$ cat src/rtl/sqsd_pkg.sv
package sqsd_pkg;

  localparam int MAX_WINDOWS      = 8;
  localparam int QUEUE_DEPTH      = 16;
  localparam int MAX_SERVICE_TIME = 10;

  localparam int WIN_W  = $clog2(MAX_WINDOWS);
  localparam int PTR_W  = $clog2(QUEUE_DEPTH);
  localparam int OCC_W  = $clog2(QUEUE_DEPTH + 1);
  localparam int CNT_W  = $clog2(MAX_WINDOWS + 1);
  localparam int ADDR_W = WIN_W + PTR_W;
  localparam int TIME_W = 4;
  localparam int CFG_W  = 4;
  localparam int MEM_DEPTH = MAX_WINDOWS * QUEUE_DEPTH;

  // One tick's result, handed from the controller to the output register.
  typedef struct packed {
    logic                   assigned;
    logic [WIN_W-1:0]       window;
    logic                   dropped;
    logic [MAX_WINDOWS-1:0] done_mask;
  } res_t;

endpackage

$ cat src/rtl/sqsd_job_ram.sv
module sqsd_job_ram
  import sqsd_pkg::*;
(
  input  logic              clk,
  input  logic              we,
  input  logic [ADDR_W-1:0] waddr,
  input  logic [TIME_W-1:0] wdata,
  input  logic              re,
  input  logic [ADDR_W-1:0] raddr,
  output logic [TIME_W-1:0] rdata
);

  logic [TIME_W-1:0] mem [MEM_DEPTH];
  logic [TIME_W-1:0] rdata_r;

  always_ff @(posedge clk) begin
    if (we) begin
      mem[waddr] <= wdata;
    end
    if (re) begin
      rdata_r <= mem[raddr];
    end
  end

  assign rdata = rdata_r;

endmodule

$ cat src/rtl/sqsd_ctrl.sv
module sqsd_ctrl
  import sqsd_pkg::*;
(
  input  logic              clk,
  input  logic              rst_n,
  input  logic [CNT_W-1:0]  live_cnt,
  input  logic              in_valid,
  input  logic              in_arrive,
  input  logic [TIME_W-1:0] in_service_time,
  output logic              idle,
  output logic              res_valid,
  input  logic              res_take,
  output res_t              res
);

  typedef enum logic [1:0] {S_IDLE, S_SERVE, S_DONE} state_t;

  state_t state_r, state_nxt;
  logic [MAX_WINDOWS-1:0][PTR_W-1:0] head_r, head_nxt;
  logic [MAX_WINDOWS-1:0][PTR_W-1:0] tail_r, tail_nxt;
  logic [MAX_WINDOWS-1:0][OCC_W-1:0] occ_r, occ_nxt;
  logic [CNT_W-1:0] rd_idx_r, rd_idx_nxt;
  logic             pend_v_r, pend_v_nxt;
  logic [WIN_W-1:0] pend_idx_r, pend_idx_nxt;
  res_t             res_r, res_nxt;

  logic [WIN_W-1:0]  best;
  logic [TIME_W-1:0] st_clamp;
  logic [WIN_W-1:0]  rd_win;
  logic              start;

  logic              mem_we, mem_re;
  logic [ADDR_W-1:0] mem_waddr, mem_raddr;
  logic [TIME_W-1:0] mem_wdata, mem_rdata;

  sqsd_job_ram u_ram (
    .clk   (clk),
    .we    (mem_we),
    .waddr (mem_waddr),
    .wdata (mem_wdata),
    .re    (mem_re),
    .raddr (mem_raddr),
    .rdata (mem_rdata)
  );

  assign start  = in_valid && (state_r == S_IDLE);
  assign rd_win = rd_idx_r[WIN_W-1:0];

  // shortest active queue, lowest index wins ties
  always_comb begin
    best = '0;
    for (int i = 1; i < MAX_WINDOWS; i++) begin
      if ((CNT_W'(i) < live_cnt) && (occ_r[i] < occ_r[best])) begin
        best = WIN_W'(i);
      end
    end
  end

  always_comb begin
    if (in_service_time == '0) begin
      st_clamp = TIME_W'(1);
    end else if (in_service_time > TIME_W'(MAX_SERVICE_TIME)) begin
      st_clamp = TIME_W'(MAX_SERVICE_TIME);
    end else begin
      st_clamp = in_service_time;
    end
  end

  always_comb begin
    state_nxt    = state_r;
    head_nxt     = head_r;
    tail_nxt     = tail_r;
    occ_nxt      = occ_r;
    rd_idx_nxt   = rd_idx_r;
    pend_v_nxt   = pend_v_r;
    pend_idx_nxt = pend_idx_r;
    res_nxt      = res_r;
    mem_we       = 1'b0;
    mem_waddr    = '0;
    mem_wdata    = '0;
    mem_re       = 1'b0;
    mem_raddr    = {rd_win, head_r[rd_win]};

    case (state_r)
      S_IDLE: begin
        if (start) begin
          state_nxt  = S_SERVE;
          rd_idx_nxt = '0;
          pend_v_nxt = 1'b0;
          res_nxt    = '0;
          if (in_arrive) begin
            if (occ_r[best] >= OCC_W'(QUEUE_DEPTH)) begin
              res_nxt.dropped = 1'b1;
            end else begin
              mem_we         = 1'b1;
              mem_waddr      = {best, tail_r[best]};
              mem_wdata      = st_clamp;
              tail_nxt[best] = tail_r[best] + PTR_W'(1);
              occ_nxt[best]  = occ_r[best] + OCC_W'(1);
              res_nxt.assigned = 1'b1;
              res_nxt.window   = best;
            end
          end
        end
      end

      S_SERVE: begin
        // issue the head read for one window while the previous one writes back
        mem_re       = (rd_idx_r < live_cnt) && (occ_r[rd_win] != '0);
        pend_v_nxt   = mem_re;
        pend_idx_nxt = rd_win;
        if (rd_idx_r < live_cnt) begin
          rd_idx_nxt = rd_idx_r + CNT_W'(1);
        end
        if (pend_v_r) begin
          mem_we    = 1'b1;
          mem_waddr = {pend_idx_r, head_r[pend_idx_r]};
          if (mem_rdata <= TIME_W'(1)) begin
            mem_wdata                    = '0;
            head_nxt[pend_idx_r]         = head_r[pend_idx_r] + PTR_W'(1);
            occ_nxt[pend_idx_r]          = occ_r[pend_idx_r] - OCC_W'(1);
            res_nxt.done_mask[pend_idx_r] = 1'b1;
          end else begin
            mem_wdata = mem_rdata - TIME_W'(1);
          end
        end else if (rd_idx_r >= live_cnt) begin
          state_nxt = S_DONE;
        end
      end

      S_DONE: begin
        if (res_take) begin
          state_nxt = S_IDLE;
        end
      end

      default: begin
        state_nxt = S_IDLE;
      end
    endcase
  end

  always_ff @(posedge clk) begin
    if (!rst_n) begin
      state_r    <= S_IDLE;
      head_r     <= '0;
      tail_r     <= '0;
      occ_r      <= '0;
      rd_idx_r   <= '0;
      pend_v_r   <= 1'b0;
      pend_idx_r <= '0;
      res_r      <= '0;
    end else begin
      state_r    <= state_nxt;
      head_r     <= head_nxt;
      tail_r     <= tail_nxt;
      occ_r      <= occ_nxt;
      rd_idx_r   <= rd_idx_nxt;
      pend_v_r   <= pend_v_nxt;
      pend_idx_r <= pend_idx_nxt;
      res_r      <= res_nxt;
    end
  end

  assign idle      = (state_r == S_IDLE);
  assign res_valid = (state_r == S_DONE);
  assign res       = res_r;

endmodule

$ cat src/rtl/shortest_queue_service_dispatch.sv
// Join-shortest-queue dispatcher over up to eight service windows.
// Input channel (in_valid / in_stall): one request per time tick, carrying an
// optional arriving job (in_arrive) and its service time (in_service_time).
// Output channel (out_valid / out_stall): exactly one result per request:
// assigned flag, chosen window, drop flag and the mask of completed windows.
// Config: cfg_we / cfg_wdata write active_windows (reset 8); write only while
// no request is in flight.
// Sequencing: a request's result is ready for the output register once the
// service pass over the n active windows (eight after reset) is done, and
// the next request can be taken in the cycle after the result moves there.
// The single job-store RAM sets the length of the pass: each active
// window's head job is read, decremented and written back, one window per
// cycle, pipelined over the RAM's registered read.
// in_stall is high from acceptance until the result moves into the output
// register, so one request is in work at a time; a finished result may wait
// in the output register while the next request is taken.
// If the receiver stalls, the result holds on the out_ ports; a second result
// waits in the controller and in_stall stays high until it can move.
// Reset (rst_n low, synchronous) empties all queues and sets 8 windows.
module shortest_queue_service_dispatch
  import sqsd_pkg::*;
(
  input  logic                   clk,
  input  logic                   rst_n,
  input  logic                   cfg_we,
  input  logic [CFG_W-1:0]       cfg_wdata,
  input  logic                   in_valid,
  output logic                   in_stall,
  input  logic                   in_arrive,
  input  logic [TIME_W-1:0]      in_service_time,
  output logic                   out_valid,
  input  logic                   out_stall,
  output logic                   out_assigned,
  output logic [WIN_W-1:0]       out_window,
  output logic                   out_dropped,
  output logic [MAX_WINDOWS-1:0] out_done_mask
);

  logic [CFG_W-1:0] active_windows_r;
  logic [CNT_W-1:0] live_cnt;
  logic             idle;
  logic             res_valid;
  logic             res_take;
  res_t             res;
  logic             out_valid_r;
  res_t             out_r;

  // register value zero means one window, anything past the bank means all
  always_comb begin
    if (active_windows_r == '0) begin
      live_cnt = CNT_W'(1);
    end else if (active_windows_r > CFG_W'(MAX_WINDOWS)) begin
      live_cnt = CNT_W'(MAX_WINDOWS);
    end else begin
      live_cnt = CNT_W'(active_windows_r);
    end
  end

  sqsd_ctrl u_ctrl (
    .clk             (clk),
    .rst_n           (rst_n),
    .live_cnt        (live_cnt),
    .in_valid        (in_valid),
    .in_arrive       (in_arrive),
    .in_service_time (in_service_time),
    .idle            (idle),
    .res_valid       (res_valid),
    .res_take        (res_take),
    .res             (res)
  );

  // output register frees up when empty or when the receiver takes it
  assign res_take = res_valid && (!out_valid_r || !out_stall);

  always_ff @(posedge clk) begin
    if (!rst_n) begin
      active_windows_r <= CFG_W'(MAX_WINDOWS);
      out_valid_r      <= 1'b0;
      out_r            <= '0;
    end else begin
      if (cfg_we) begin
        active_windows_r <= cfg_wdata;
      end
      if (res_take) begin
        out_valid_r <= 1'b1;
        out_r       <= res;
      end else if (!out_stall) begin
        out_valid_r <= 1'b0;
      end
    end
  end

  assign in_stall      = !idle;
  assign out_valid     = out_valid_r;
  assign out_assigned  = out_r.assigned;
  assign out_window    = out_r.window;
  assign out_dropped   = out_r.dropped;
  assign out_done_mask = out_r.done_mask;

endmodule

$ cat config.mk
export PLATFORM = sky130hd
export DESIGN_NAME = shortest_queue_service_dispatch
export DESIGN_NICKNAME = d
export VERILOG_FILES = /design/src/rtl/sqsd_pkg.sv /design/src/rtl/sqsd_job_ram.sv /design/src/rtl/sqsd_ctrl.sv /design/src/rtl/shortest_queue_service_dispatch.sv
export SDC_FILE = /design/constraint.sdc
export NUM_CORES = 1
export LEC_CHECK = 0
export BUFFER_PORTS_ARGS = -buffer_cell sky130_fd_sc_hd__buf_2
export CORE_MARGIN = 2
export CORE_UTILIZATION = 57
export CTS_BUF_LIST = sky130_fd_sc_hd__clkbuf_16
export CTS_CLUSTER_DIAMETER = 30
export CTS_CLUSTER_SIZE = 40
export DETAILED_ROUTE_END_ITERATION = 8
export PLACE_DENSITY_LB_ADDON = 0.15
export SYNTH_ARGS = -nofsm -noshare
export SYNTH_HDL_FRONTEND = slang
export SYNTH_SLANG_ARGS = --single-unit
export TNS_END_PERCENT = 5
$ cat constraint.sdc
create_clock -name clk -period 16.7 [get_ports clk]
set_input_delay 3.34 -clock clk [delete_from_list [all_inputs] [get_ports clk]]
set_output_delay 3.34 -clock clk [all_outputs]
set_load 0.005 [all_outputs]
## Yosys cells after proc, flatten, opt, wreduce, memory -nomap -nowiden

Memories as Yosys holds them, arrays and structs flattened. A register that Yosys moved wholly into a read port is not among the register bits.
Cells that the tools add are included.

| cells by class | value |
|---|---|
| add/subtract/negate cells | 6 |
| $lt $le $gt $ge | 31 |
| eq/ne operators | 12 |
| mux-type cells | 93 |
| bitwise gates (word level) | 2 |
| reduce and logical (&&, ||, !) cells | 29 |

Operator list:

| cell | number |
|---|---|
| two-way mux 40 bit | 5 |
| binary-select mux 5 bit (select 3 bit) | 9 |
| bitwise mux 40 bit | 2 |
| one-hot mux 40 bit (2 select lines) | 1 |
| two-way mux 4 bit | 17 |
| bitwise mux 32 bit | 2 |
| two-way mux 5 bit | 12 |
| binary-select mux 4 bit (select 3 bit) | 3 |
| less-than comparator 5 bit | 7 |
| demux 5 bit (select 3 bit) | 2 |
| two-way mux 7 bit | 4 |
| demux 4 bit (select 3 bit) | 2 |
| less-than comparator 3 x 4 -> 1 bit, second input constant | 6 |
| two-way mux 8 bit | 3 |
| less-than comparator 3 x 4 -> 1 bit, first input constant | 4 |
| one-hot mux 4 bit (2 select lines) | 2 |
| one-hot mux 8 bit (2 select lines) | 1 |
| inequality test 2 x 1 -> 1 bit, second input constant | 7 |
| one-hot mux 7 bit (2 select lines) | 1 |
| two-way mux 1 bit | 13 |
| adder 4 x 1 -> 4 bit, second input constant | 3 |
| logical AND 1 bit | 12 |
| two-way mux 2 bit | 6 |
| two-way mux 3 bit | 4 |
| 31 further kinds | 45 |

| storage, ports and cells | value |
|---|---|
| register bits after elaboration | 145 |
| RAM bits | 512 |
| input bits | 14 |
| output and inout port bits | 15 |
| word-level logic and storage cells | 212 |
| memories kept | 1 |

Memories:

| memory | depth | bits a word | read ports | clocked after Yosys merged registers in | wr ports | RTL line | source |
|---|---|---|---|---|---|---|---|
| u_ctrl.u_ram.mem | 128 | 4 | 1 | 1 | 1 | sqsd_job_ram.sv:13 | `logic [TIME_W-1:0] mem [MEM_DEPTH];` |

## Depth between registers and ports, before layout

Gate-level depths: netlist (run 1).

| depth | value |
|---|---|
| word-level depth | 45 |
| gate-level depth with buffers | 75 |
| mapped depth without buffers | 67 |

## Cells and area by module

Synthesis (run 1) repeated with hierarchy kept, for this count alone.

| unflattened totals | value |
|---|---|
| cell total of the unflattened synthesis | 2143 |
| area total of the unflattened synthesis | 30015.0 sq um |

Modules (own cells, without submodules):

| module | times used | cells each | area each (sq um) | seq. area each (sq um) |
|---|---|---|---|---|
| sqsd_job_ram | 1 | 908 | 20233.2 | 15494.9 |
| sqsd_ctrl | 1 | 1156 | 9029.9 | 2542.4 |
| shortest_queue_service_dispatch | 1 | 79 | 752.0 | 360.3 |

## Worst setup path before layout (run 1)

No wires, ideal clock.

| timing path | value |
|---|---|
| path type | reg-to-reg |
| start point | register u_ctrl.occ_r[1] (netlist name) |
| end point | memory u_ctrl.u_ram.mem[0][0], data pin |
| library setup time | 897 ps |
| data arrival time | 16314 ps |
| data required time | 15803 ps |
| setup slack | -512 ps |
| stages on the path, launching flop included | 65 |
| buffers on the path | 6 |
| clock period less this slack | 17212 ps |
| cells stage by stage | dfxtp_1 -> inv_1 -> ha_1 -> a211oi_1 -> o31ai_2 -> mux2i_1 -> ha_1 -> a211oi_1 -> o211a_2 -> and2_1 -> a21oi_1 -> clkbuf_1 -> nor2_1 -> a21o_1 -> ha_1 -> a211o_1 -> a21oi_1 -> o311ai_1 -> [29 not listed] -> o21ai_1 -> buf_2 -> buf_1 -> nand2_1 -> nand3_1 -> a31oi_1 -> ha_1 -> a21oi_1 -> nor2b_1 -> o21ai_0 -> nand3b_1 -> nor2_1 -> inv_1 -> o31a_1 -> nor3_2 -> nor2_2 -> buf_4 -> o22ai_1 |

| on the way | value |
|---|---|
| longest elaborated chain between the ends | 40 |

Ends and longest elaborated chain:

| element | RTL line | source |
|---|---|---|
| from (decl) | sqsd_ctrl.sv:21 | `logic [MAX_WINDOWS-1:0][OCC_W-1:0] occ_r, occ_nxt;` |
| from (signal assigned) | sqsd_ctrl.sv:157 | `occ_r <= occ_nxt;` |
| less-than comparator 5 bit | sqsd_ctrl.sv:53 | `if ((CNT_W'(i) < live_cnt) && (occ_r[i] < occ_r[best])) begin` |
| logical AND 1 bit | sqsd_ctrl.sv:53 |  |
| two-way mux 1 bit | sqsd_ctrl.sv:53 |  |
| binary-select mux 5 bit (select 3 bit) | sqsd_ctrl.sv:53 |  |
| two-way mux 5 bit (not written as such) | sqsd_ctrl.sv:53 |  |
| less-than comparator 5 bit | sqsd_ctrl.sv:53 |  |
| logical AND 1 bit | sqsd_ctrl.sv:53 |  |
| two-way mux 2 bit | sqsd_ctrl.sv:53 |  |
| [25 not listed] | n/a |  |
| binary-select mux 5 bit (select 3 bit) * | sqsd_ctrl.sv:92 | `if (occ_r[best] >= OCC_W'(QUEUE_DEPTH)) begin` |
| two-way mux 5 bit (not written as such) * | sqsd_ctrl.sv:92 |  |
| greater-or-equal comparator 5 bit * | sqsd_ctrl.sv:92 |  |
| two-way mux 4 bit * | sqsd_ctrl.sv:92 |  |
| two-way mux 4 bit * | sqsd_ctrl.sv:91 | `if (in_arrive) begin` |
| two-way mux 4 bit * | sqsd_ctrl.sv:86 | `if (start) begin` |
| one-hot mux 4 bit (2 select lines) * | sqsd_ctrl.sv:84 | `case (state_r)` |
| via u_ctrl.mem_wdata[0] | sqsd_ctrl.sv:34 | `logic [TIME_W-1:0] mem_wdata, mem_rdata;` |
| to (decl) | sqsd_job_ram.sv:13 |  |

Mark *: on every way through the listed nets, which the timed path passes. The rest lies on a longest branch. The select of a mux whose other input is x is not followed.

## Worst setup path in the final report (run 1)

| timing path | value |
|---|---|
| start point | register u_ctrl.occ_r[1] (netlist name) |
| end point | memory u_ctrl.u_ram.mem[56][3] (enable) |

| on the way | value |
|---|---|
| longest elaborated chain between the ends | 42 |
| elaborated cells on any way between the ends | 48 |
| classes of those cells | order compare (8); mux (33); reduce/logical (7) |

Ends and longest elaborated chain:

| element | RTL line | source |
|---|---|---|
| less-than comparator 5 bit | sqsd_ctrl.sv:53 |  |
| logical AND 1 bit | sqsd_ctrl.sv:53 |  |
| two-way mux 1 bit | sqsd_ctrl.sv:53 |  |
| binary-select mux 5 bit (select 3 bit) | sqsd_ctrl.sv:53 |  |
| two-way mux 5 bit (not written as such) | sqsd_ctrl.sv:53 |  |
| less-than comparator 5 bit | sqsd_ctrl.sv:53 |  |
| logical AND 1 bit | sqsd_ctrl.sv:53 |  |
| two-way mux 2 bit | sqsd_ctrl.sv:53 |  |
| [26 not listed] | n/a |  |
| two-way mux 5 bit (not written as such) | sqsd_ctrl.sv:92 |  |
| greater-or-equal comparator 5 bit | sqsd_ctrl.sv:92 |  |
| two-way mux 1 bit | sqsd_ctrl.sv:92 |  |
| two-way mux 1 bit | sqsd_ctrl.sv:91 |  |
| two-way mux 1 bit | sqsd_ctrl.sv:86 |  |
| one-hot mux 1 bit (2 select lines) | sqsd_ctrl.sv:84 |  |
| two-way mux 1 bit | sqsd_job_ram.sv:17 | `if (we) begin` |
| two-way mux 1 bit (not written as such) | sqsd_job_ram.sv:18 | `mem[waddr] <= wdata;` |

Several ways; a longest one is shown, not always the timed one. The select of a mux whose other input is x is not followed.

==> flow_metrics.env, run 1 <==
export IMPL_dieArea_mm2=0.05619
export IMPL_fmax_mhz=63.95
export IMPL_synth_area_leaders="edfxtp_1, dfxtp_1, mux2i_1"
export IMPL_wl_met3_um=5630
export IMPL_numCtsBuffers=118
export IMPL_synthArstFlopShare_pct=0
export IMPL_syn_area_mm2=0.03096
export IMPL_synth_seq_area_share_pct=59.43
export IMPL_critPathLaunchType="register"
export IMPL_hold_buffers=0
export IMPL_synth_top_area_share_pct=50.05
export IMPL_synth_edf_count=516
export IMPL_dr_pass1_iters=6
export IMPL_place_congestion=0.9607
export IMPL_clk_pin_slew_ns=0.05
export IMPL_drive_gt1_share_pct=15.91
export IMPL_slowest_stage="or3b_1"
export IMPL_grt_max_degree=177
export IMPL_boundaryPins=29
export IMPL_synth_area_per_cell_um2=12.25
export IMPL_antennaDiodeCount=0
export IMPL_syn_nets=2581
export IMPL_synth_top_flop_cell="edfxtp_1"
export IMPL_die_width_um=237.0
export IMPL_status="finished clean"
export IMPL_synth_top_area_cell="edfxtp_1"
export IMPL_wl_per_cell_um=25.30
export IMPL_ys_seq_elements=661
export IMPL_ys_warnings_count=0
export IMPL_fin_worst_skew_ns=0.08236
export IMPL_highest_signal_layer="met4"
export IMPL_critPathKind="reg -> reg"
export IMPL_grt_antenna_before_repair=0
export IMPL_dp_hpwl_um=54360
export IMPL_areaGrowthSynthToFinish_pct=16.13
export IMPL_timing_hold_violations_final=0
export IMPL_worst_slack_ns=1.062
export IMPL_layout_common_cells="edfxtp_1, nand2_1, nor2_1, mux2i_1, dfxtp_1"
export IMPL_clkLatencyLatePin_ns=0.70
export IMPL_post_route_period_util_pct=93.64
export IMPL_htreeDepth=3
export IMPL_timing_critical_path_required_ns=17.04
export IMPL_dp_slack_ns=0.4625
export IMPL_drt_total_wl_um=85330
export IMPL_wl_met2_um=41150
export IMPL_rows=85
export IMPL_start_util_pct=57.64
export IMPL_slew_headroom_pct=11.49
export IMPL_grt_use_total_pct=30.58
export IMPL_crit_path_max_incr_delay_ns=0.56
export IMPL_detail_route_antenna_nets=0
export IMPL_vias_per_cell=6.386
export IMPL_via_count=21541
export IMPL_period_minus_slack_ns=15.64
export IMPL_layout_nets=2629
export IMPL_max_clock_path_buffers=3
export IMPL_path_max_fanout=12
export IMPL_report_final_slew_viol_count=0
export IMPL_maxCapViolCount=0
export IMPL_drc_errors=0
export IMPL_clockRootBuffer="clkbuf_16"
export IMPL_grt_pass1_wl_um=129800
export IMPL_die_height_um=237.0
export IMPL_critical_path_arrival_ns=15.98
export IMPL_core_mm2=0.05371
export IMPL_layout_commonest_cell="edfxtp_1"
export IMPL_setup_viol=0
export IMPL_grt_pass1_vias=21271
export IMPL_hold_class="reg -> reg"
export IMPL_cts_sinks=661
export IMPL_overflow=0
export IMPL_worst_pin_slew_ns=1.315
export IMPL_cts_tree="built"
export IMPL_wl_met1_um=34730
export IMPL_yosysUniqueCellTypes=94
export IMPL_drt_initial_drc_count=2254
export IMPL_timing_hold_ws_ns=0.4620
export IMPL_portBuffers=28
export IMPL_synth_cells=2528
export IMPL_endpoint_kind="register"
[stage by stage]
step	area [µm²]	utilization [%]	setup TNS [ns]	cells
2_1_floorplan	30960	-	-99.46	2528
3_3_place_gp	31920	59.44	0	3148
3_5_place_dp	31920	59.44	0	3148
4_1_cts	35830	66.71	0	3369
5_1_grt	35950	66.93	-3.931	3373
6_report	35950	66.93	0	3373
[cells by family after synthesis]
family	after synthesis	share of synthesized area, %
adder cells (fa/ha/maj)	39	1.576
multiplexers	260	10.98
XOR/XNOR	18	0.5335
AND/OR/NAND/NOR	807	12.19
AO/OA/AOI/OAI	545	12.68
buffers and inverters	198	2.603
flip-flops	661	59.43
[path summary, 6_finish.rpt]
kind                            depth (start not counted)  slack, ns                      startpoint                                 to
worst min-delay path                                    2       0.46  u_ctrl.tail_r[15]$_SDFFE_PN0P_     u_ctrl.tail_r[15]$_SDFFE_PN0P_
worst max-delay path                                   62       1.06    u_ctrl.occ_r[1]$_SDFFE_PN0P_  u_ctrl.u_ram.mem[56][3]$_DFFE_PP_
worst max register to register                         62       1.06    u_ctrl.occ_r[1]$_SDFFE_PN0P_  u_ctrl.u_ram.mem[56][3]$_DFFE_PP_
worst min register to register                          2       0.46  u_ctrl.tail_r[15]$_SDFFE_PN0P_     u_ctrl.tail_r[15]$_SDFFE_PN0P_
[repair_timing]
item,CTS,global route
endpoints found under the setup margin,0,1047
buffers inserted,0,4
resized for setup,0,27
[critical path: cells and delay by family, from the launching register on]
family	cells	cell delay, ns
DFF	1	0.41
adders and majority gates	7	2.16
and+or+nand+nor	21	5.07
buffers and inverters	5	0.74
muxes	1	0.31
AOI/OAI and AO/OA	28	6.62
[flip-flops by register name, summed over array words and instances, names as in the netlist]
register,flops
active_windows_r,4
out_assigned,1
out_done_mask,8
out_dropped,1
out_valid,1
out_window,3
u_ctrl.head_r,32
u_ctrl.occ_r,40
u_ctrl.pend_idx_r,3
u_ctrl.pend_v_r,1
u_ctrl.rd_idx_r,4
u_ctrl.res,13
u_ctrl.state_r,2
u_ctrl.tail_r,32
u_ctrl.u_ram.mem,512
u_ctrl.u_ram.rdata,4
[area by class of cell]
type	count	area, µm²
clock buffers	119	2978
clock inverters	102	925.9
fillers	3842	17760
inverters	35	131.4
multi-input cells	1669	11950
flip-flops and latches	661	18400
well taps	696	870.8
repair buffers	91	690.7
[cell usage after synthesis, types with 9 or more instances]
cell	number
nor2_1	225
a31oi_1	53
xnor2_1	10
nand3_1	47
dfxtp_1	145
a21boi_0	36
a22oi_1	16
edfxtp_1	516
a311oi_1	35
nand2b_1	11
ha_1	39
nor2b_1	70
a221oi_1	12
inv_1	35
a211oi_1	79
nor3_1	21
mux2i_1	191
mux4_2	63
a21oi_1	103
o21ai_0	49
or3_1	9
buf_1	28
and2_1	81
buf_2	17
nor4_1	9
o22ai_1	25
a32o_1	10
o221ai_1	15
o21a_1	9
nand2_1	283
clkbuf_1	111
[per-layer routing]
| layer | GRT usage (%) | vias up |
|---|---|---|
| li1 | - | 9754 |
| met1 | 40.08 | 10650 |
| met2 | 49.77 | 925 |
| met3 | 5.747 | 212 |
| met4 | 14.10 | 0 |
| met5 | 0 | - |
Power of run 1 is not shown: default switching activity piles up to over one toggle a cycle in this logic, so the estimate is an artifact.
==> run 2: changes to the inputs <==
--- a/config.mk
+++ b/config.mk
@@ -7,11 +7,12 @@
 export LEC_CHECK = 0
 export BUFFER_PORTS_ARGS = -buffer_cell sky130_fd_sc_hd__buf_2
 export CORE_MARGIN = 2
-export CORE_UTILIZATION = 57
+export CORE_UTILIZATION = 45
 export CTS_BUF_LIST = sky130_fd_sc_hd__clkbuf_16
 export CTS_CLUSTER_DIAMETER = 30
 export CTS_CLUSTER_SIZE = 40
 export DETAILED_ROUTE_END_ITERATION = 8
+export HOLD_SLACK_MARGIN = 0.06
 export PLACE_DENSITY_LB_ADDON = 0.15
 export SYNTH_ARGS = -nofsm -noshare
 export SYNTH_HDL_FRONTEND = slang
==> run 2 against run 1 <==
Final area up 3.1%; non-clock buffer count did not move; sequential share of layout area down 1.6 points; hold slack worse by 0.0041 ns; utilization shrank 13 points; cell count grew 6.6%.
==> flow_metrics.env, run 2 (synthesis gave the netlist of run 1 again) <==
export IMPL_rr_endpoint="u_ctrl.u_ram.mem[73][2]$_DFFE_PP_"
export IMPL_place_inst=3338
export IMPL_drt_initial_drc_count=1790
export IMPL_timing_critical_path_required_ns=17.06
export IMPL_critical_path_arrival_ns=16.13
export IMPL_reg_largest_list="u_ctrl.u_ram.mem x512, u_ctrl.occ_r x40"
export IMPL_htreeDepth=4
export IMPL_grt_antenna_before_repair=0
export IMPL_die_width_um=266.3
export IMPL_clk_pin_slew_ns=0.04
export IMPL_hold_depth=2
export IMPL_max_clock_path_buffers=3
export IMPL_tns_ns=0
export IMPL_r2r_slack_ns=0.93
export IMPL_post_route_period_util_pct=94.43
export IMPL_grt_use_total_pct=24.91
export IMPL_grt_pass1_vias=21493
export IMPL_final_util_pct=54.25
export IMPL_clkLatencyLatePin_ns=0.72
export IMPL_place_congestion=0.9640
export IMPL_boundaryPins=29
export IMPL_wl_per_cell_um=24.51
export IMPL_hold_start="u_ctrl.tail_r[11]$_SDFFE_PN0P_"
export IMPL_cts_sinks=661
export IMPL_whs_endpoint="u_ctrl.tail_r[11]$_SDFFE_PN0P_"
export IMPL_via_count=21615
export IMPL_critPathLaunchType="register"
export IMPL_r2r_cells=60
export IMPL_timing_hold_violations_final=0
export IMPL_drt_total_wl_um=88150
export IMPL_hold_buffers=0
export IMPL_overflow=0
export IMPL_largest_reg_flops=512
export IMPL_numCtsBuffers=139
export IMPL_layout_common_cells="edfxtp_1, nand2_1, nor2_1, mux2i_1, dfxtp_1"
export IMPL_drive_gt1_share_pct=16.62
export IMPL_die_height_um=266.3
export IMPL_maxCapViolCount=0
export IMPL_core_mm2=0.06835
export IMPL_dr_pass1_iters=5
export IMPL_dp_hpwl_um=57020
export IMPL_antennaDiodeCount=0
export IMPL_cts_tree="built"
export IMPL_endpoint_kind="register"
export IMPL_worst_pin_slew_ns=1.135
export IMPL_drc_errors=0
export IMPL_instances_no_fill=3596
export IMPL_largest_register="u_ctrl.u_ram.mem"
export IMPL_path_max_fanout=12
export IMPL_crit_path_max_incr_delay_ns=0.64
export IMPL_start_util_pct=45.29
export IMPL_fmax_mhz=63.41
export IMPL_slowest_stage="nor2_1"
export IMPL_postCtsSetupBuffers=0
export IMPL_critPathKind="reg -> reg"
export IMPL_layout_nets=2650
export IMPL_report_final_slew_viol_count=0
export IMPL_setup_viol=0
export IMPL_slew_headroom_pct=23.71
export IMPL_grt_max_degree=165
export IMPL_fin_worst_skew_ns=0.03251
export IMPL_cts_resized=0
export IMPL_vias_per_cell=6.011
export IMPL_hold_class="reg -> reg"
export IMPL_layout_commonest_cell="edfxtp_1"
export IMPL_detail_route_antenna_nets=0
export IMPL_grt_pass1_wl_um=132000
export IMPL_clockRootBuffer="clkbuf_16"
export IMPL_worst_slack_ns=0.9304
export IMPL_rows=96
export IMPL_portBuffers=28
export IMPL_r2r_start="u_ctrl.occ_r[2]$_SDFFE_PN0P_"
export IMPL_period_minus_slack_ns=15.77
export IMPL_status="finished clean"
export IMPL_dp_slack_ns=0.1287
export IMPL_areaGrowthSynthToFinish_pct=19.78
export IMPL_dieArea_mm2=0.07091
==> run 2: how the worst max path moves through the flow <==
stage                                       from                                end  depth (start not counted)
global placement    u_ctrl.occ_r[4]$_SDFFE_PN0P_  u_ctrl.u_ram.mem[43][3]$_DFFE_PP_                         59
global route        u_ctrl.occ_r[4]$_SDFFE_PN0P_  u_ctrl.u_ram.mem[49][1]$_DFFE_PP_                         61
floorplan           u_ctrl.occ_r[1]$_SDFFE_PN0P_   u_ctrl.u_ram.mem[0][1]$_DFFE_PP_                         64
finish              u_ctrl.occ_r[2]$_SDFFE_PN0P_  u_ctrl.u_ram.mem[73][2]$_DFFE_PP_                         60
detailed placement  u_ctrl.occ_r[4]$_SDFFE_PN0P_  u_ctrl.u_ram.mem[40][2]$_DFFE_PP_                         60
CTS                 u_ctrl.occ_r[4]$_SDFFE_PN0P_  u_ctrl.u_ram.mem[42][2]$_DFFE_PP_                         60
==> run 2: routing by layer <==
| layer | track usage (%) | routed length [µm] |
|---|---|---|
| met2 | 40.49 | 42320 |
| met3 | 5.277 | 6342 |
| met4 | 10.69 | 3330 |
| met1 | 32.31 | 36160 |
| met5 | 0 | 0 |
==> run 2: cell type report <==
class / count / area, µm²
repair buffers: 91 / 690.7
clock inverters: 116 / 1237
flip-flops and latches: 661 / 18400
clock buffers: 142 / 3553
fillers: 5686 / 31270
multi-input cells: 1669 / 11960
inverters: 35 / 131.4
well taps: 882 / 1104
==> run 2: metrics by stage <==
step / area [µm²] / hold slack, ns
after floorplan: 30960 / 0.4344
after global placement: 32200 / 0.4447
after detailed placement: 32200 / 0.4500
after CTS: 36990 / 0.4594
after global routing: 37080 / 0.4871
final: 37080 / 0.4579
==> run 2: worst max-delay path, delay by kind of cell, from the launching register on <==
kind	cells	cell delay, ns
AO/OA/AOI/OAI	28	6.70
adder cells (fa/ha/maj)	7	2.16
multiplexers	1	0.31
AND/OR/NAND/NOR	21	5.39
buffers and inverters	3	0.36
flip-flops	1	0.46
Power of run 2 is left out for the same reason.
==> run 3: changes to the inputs <==
--- a/config.mk
+++ b/config.mk
@@ -5,7 +5,7 @@
 export SDC_FILE = /design/constraint.sdc
 export NUM_CORES = 1
 export LEC_CHECK = 0
-export BUFFER_PORTS_ARGS = -buffer_cell sky130_fd_sc_hd__buf_2
+export BUFFER_PORTS_ARGS = -buffer_cell sky130_fd_sc_hd__clkbuf_2
 export CORE_MARGIN = 2
 export CORE_UTILIZATION = 45
 export CTS_BUF_LIST = sky130_fd_sc_hd__clkbuf_16
==> run 3 against run 2 <==
First-iteration DRC count rose by 27%; clock skew fell by 0.0068 ns; hold slack got worse by 0.0015 ns; register-to-register slack barely moved; global-route usage barely moved; utilization fell by 0.64 points; final area fell by 1.2%; die area did not move; critical endpoint is now u_ctrl.u_ram.mem[58][1]$_DFFE_PP_; wire length rose by 0.55%; cell count fell by 0.42%; worst setup slack improved by 0.0018 ns.
==> flow_metrics.env, run 3 (synthesis gave the netlist of run 1 again) <==
export IMPL_regArea_mm2=0.01840
export IMPL_portBuffers=28
export IMPL_placed_area_mm2=0.03211
export IMPL_boundaryPins=29
export IMPL_vias_per_cell=6.027
export IMPL_die_height_um=266.3
export IMPL_core_mm2=0.06835
export IMPL_r2r_slack_ns=0.93
export IMPL_crit_path_max_incr_delay_ns=0.63
export IMPL_grt_antenna_before_repair=0
export IMPL_drt_total_wl_um=88630
export IMPL_slew_headroom_pct=17.22
export IMPL_largest_reg_flops=512
export IMPL_fmax_mhz=63.42
export IMPL_layout_common_cells="edfxtp_1, nand2_1, nor2_1, mux2i_1, dfxtp_1"
export IMPL_endpoint_kind="register"
export IMPL_areaGrowthSynthToFinish_pct=18.37
export IMPL_layout_commonest_cell="edfxtp_1"
export IMPL_final_util_pct=53.62
export IMPL_period_minus_slack_ns=15.77
export IMPL_numCtsBuffers=136
export IMPL_die_width_um=266.3
export IMPL_whs_endpoint="u_ctrl.tail_r[15]$_SDFFE_PN0P_"
export IMPL_maxCapViolCount=0
export IMPL_start_util_pct=45.29
export IMPL_status="finished clean"
export IMPL_path_max_fanout=14
export IMPL_overflow=0
export IMPL_critPathLaunchType="register"
export IMPL_setup_viol=0
export IMPL_critical_path_arrival_ns=16.13
export IMPL_rows=96
export IMPL_antennaDiodeCount=0
export IMPL_grt_pass1_wl_um=133100
export IMPL_hold_class="reg -> reg"
export IMPL_rr_endpoint="u_ctrl.u_ram.mem[58][1]$_DFFE_PP_"
export IMPL_htreeDepth=4
export IMPL_post_route_period_util_pct=94.42
export IMPL_dp_hpwl_um=56850
export IMPL_cts_sinks=661
export IMPL_layout_nets=2645
export IMPL_fin_worst_skew_ns=0.02571
export IMPL_clk_pin_slew_ns=0.04
export IMPL_wl_per_cell_um=24.75
export IMPL_clockRootBuffer="clkbuf_16"
export IMPL_dr_pass1_iters=6
export IMPL_max_clock_path_buffers=3
export IMPL_drive_gt1_share_pct=16.23
export IMPL_r2r_cells=63
export IMPL_cpMostUsedCell="ha_1"
export IMPL_hold_buffers=0
export IMPL_reg_largest_list="u_ctrl.u_ram.mem x512, u_ctrl.occ_r x40"
export IMPL_timing_critical_path_required_ns=17.07
export IMPL_clkLatencyLatePin_ns=0.71
export IMPL_n_fill_cell=5733
export IMPL_grt_use_total_pct=24.90
export IMPL_largest_register="u_ctrl.u_ram.mem"
export IMPL_grt_max_degree=129
export IMPL_tns_ns=0
export IMPL_final_area_mm2=0.03664
export IMPL_report_final_slew_viol_count=0
export IMPL_dieArea_mm2=0.07091
export IMPL_via_count=21583
export IMPL_grt_pass1_vias=21346
export IMPL_place_congestion=0.9394
export IMPL_timing_hold_violations_final=0
export IMPL_drt_initial_drc_count=2270
export IMPL_worst_pin_slew_ns=1.210
export IMPL_detail_route_antenna_nets=0
export IMPL_drc_errors=0
export IMPL_cts_tree="built"
export IMPL_hold_depth=2
export IMPL_hold_start="u_ctrl.tail_r[15]$_SDFFE_PN0P_"
export IMPL_critPathKind="reg -> reg"
export IMPL_r2r_start="u_ctrl.occ_r[6]$_SDFFE_PN0P_"
export IMPL_slowest_stage="or3b_1"
export IMPL_multi_input_area_mm2=0.01200
[run 3: changes by cell type in the layout (fill, tap and decap cells not counted), moves of 3 or more]
cell	before	now
clkinv_1	24	15
nor2_1	214	207
nor2_2	12	20
bufinv_16	21	13
inv_1	48	64
clkinv_2	27	18
inv_6	7	13
clkbuf_16	142	136
clkbuf_2	0	27
clkinv_4	7	4
buf_2	27	0
[run 3: layout make-up]
class,count,area share [%]
Timing Repair Buffer,89,1.776
Tap cell,882,3.012
Inverter,35,0.3585
Clock inverter,109,2.619
Sequential cell,661,50.21
Multi-Input combinational cell,1669,32.74
Clock buffer,136,9.287
[run 3: per-layer routing]
| layer | track usage (%) | up-vias | share of wire [%] | wire, µm |
|---|---|---|---|---|
| met3 | 4.861 | 187 | 6.7 | 5895 |
| li1 | - | 9799 | - | - |
| met5 | 0 | - | 0 | 0 |
| met4 | 9.110 | 0 | 3.0 | 2647 |
| met1 | 32.70 | 10736 | 42 | 37210 |
| met2 | 41.06 | 861 | 48 | 42870 |
[run 3: critical path: cells and delay by family (launching register included)]
family / cells / cell delay [ns]
buffers and inverters: 5 / 0.81
flip-flops: 1 / 0.54
adder cells (fa/ha/maj): 7 / 2.14
AO/OA/AOI/OAI: 30 / 7.19
AND/OR/NAND/NOR: 21 / 4.70
[run 3: worst max path at each step]
stage                     cells after the start  slack (ns)                    startpoint                           endpoint
after floorplan                              64       -0.40  u_ctrl.occ_r[1]$_SDFFE_PN0P_   u_ctrl.u_ram.mem[0][1]$_DFFE_PP_
after global placement                       59        0.43  u_ctrl.occ_r[4]$_SDFFE_PN0P_  u_ctrl.u_ram.mem[65][1]$_DFFE_PP_
after detailed placement                     58       -0.05  u_ctrl.occ_r[4]$_SDFFE_PN0P_  u_ctrl.u_ram.mem[69][3]$_DFFE_PP_
after CTS                                    58        0.14  u_ctrl.occ_r[4]$_SDFFE_PN0P_  u_ctrl.u_ram.mem[69][0]$_DFFE_PP_
after global routing                         62       -0.04  u_ctrl.occ_r[2]$_SDFFE_PN0P_  u_ctrl.u_ram.mem[80][3]$_DFFE_PP_
final                                        63        0.93  u_ctrl.occ_r[6]$_SDFFE_PN0P_  u_ctrl.u_ram.mem[58][1]$_DFFE_PP_
[run 3: repair_timing]
item	CTS	global route
endpoints found under the hold margin	0	0
endpoints found under the setup margin	44	1087
pin swaps	0	2
buffers inserted	0	6
resized for setup	1	32
[run 3: metrics by stage]
step / setup WS [ns] / cells / hold WS [ns]
after floorplan: -0.3966 / 2528 / 0.4344
after global placement: 0.4289 / 3330 / 0.4445
after detailed placement: -0.04627 / 3330 / 0.4470
after CTS: 0.1356 / 3575 / 0.4527
after global routing: -0.04463 / 3581 / 0.4817
final: 0.9322 / 3581 / 0.4564
Power of run 3 is left out for the same reason.
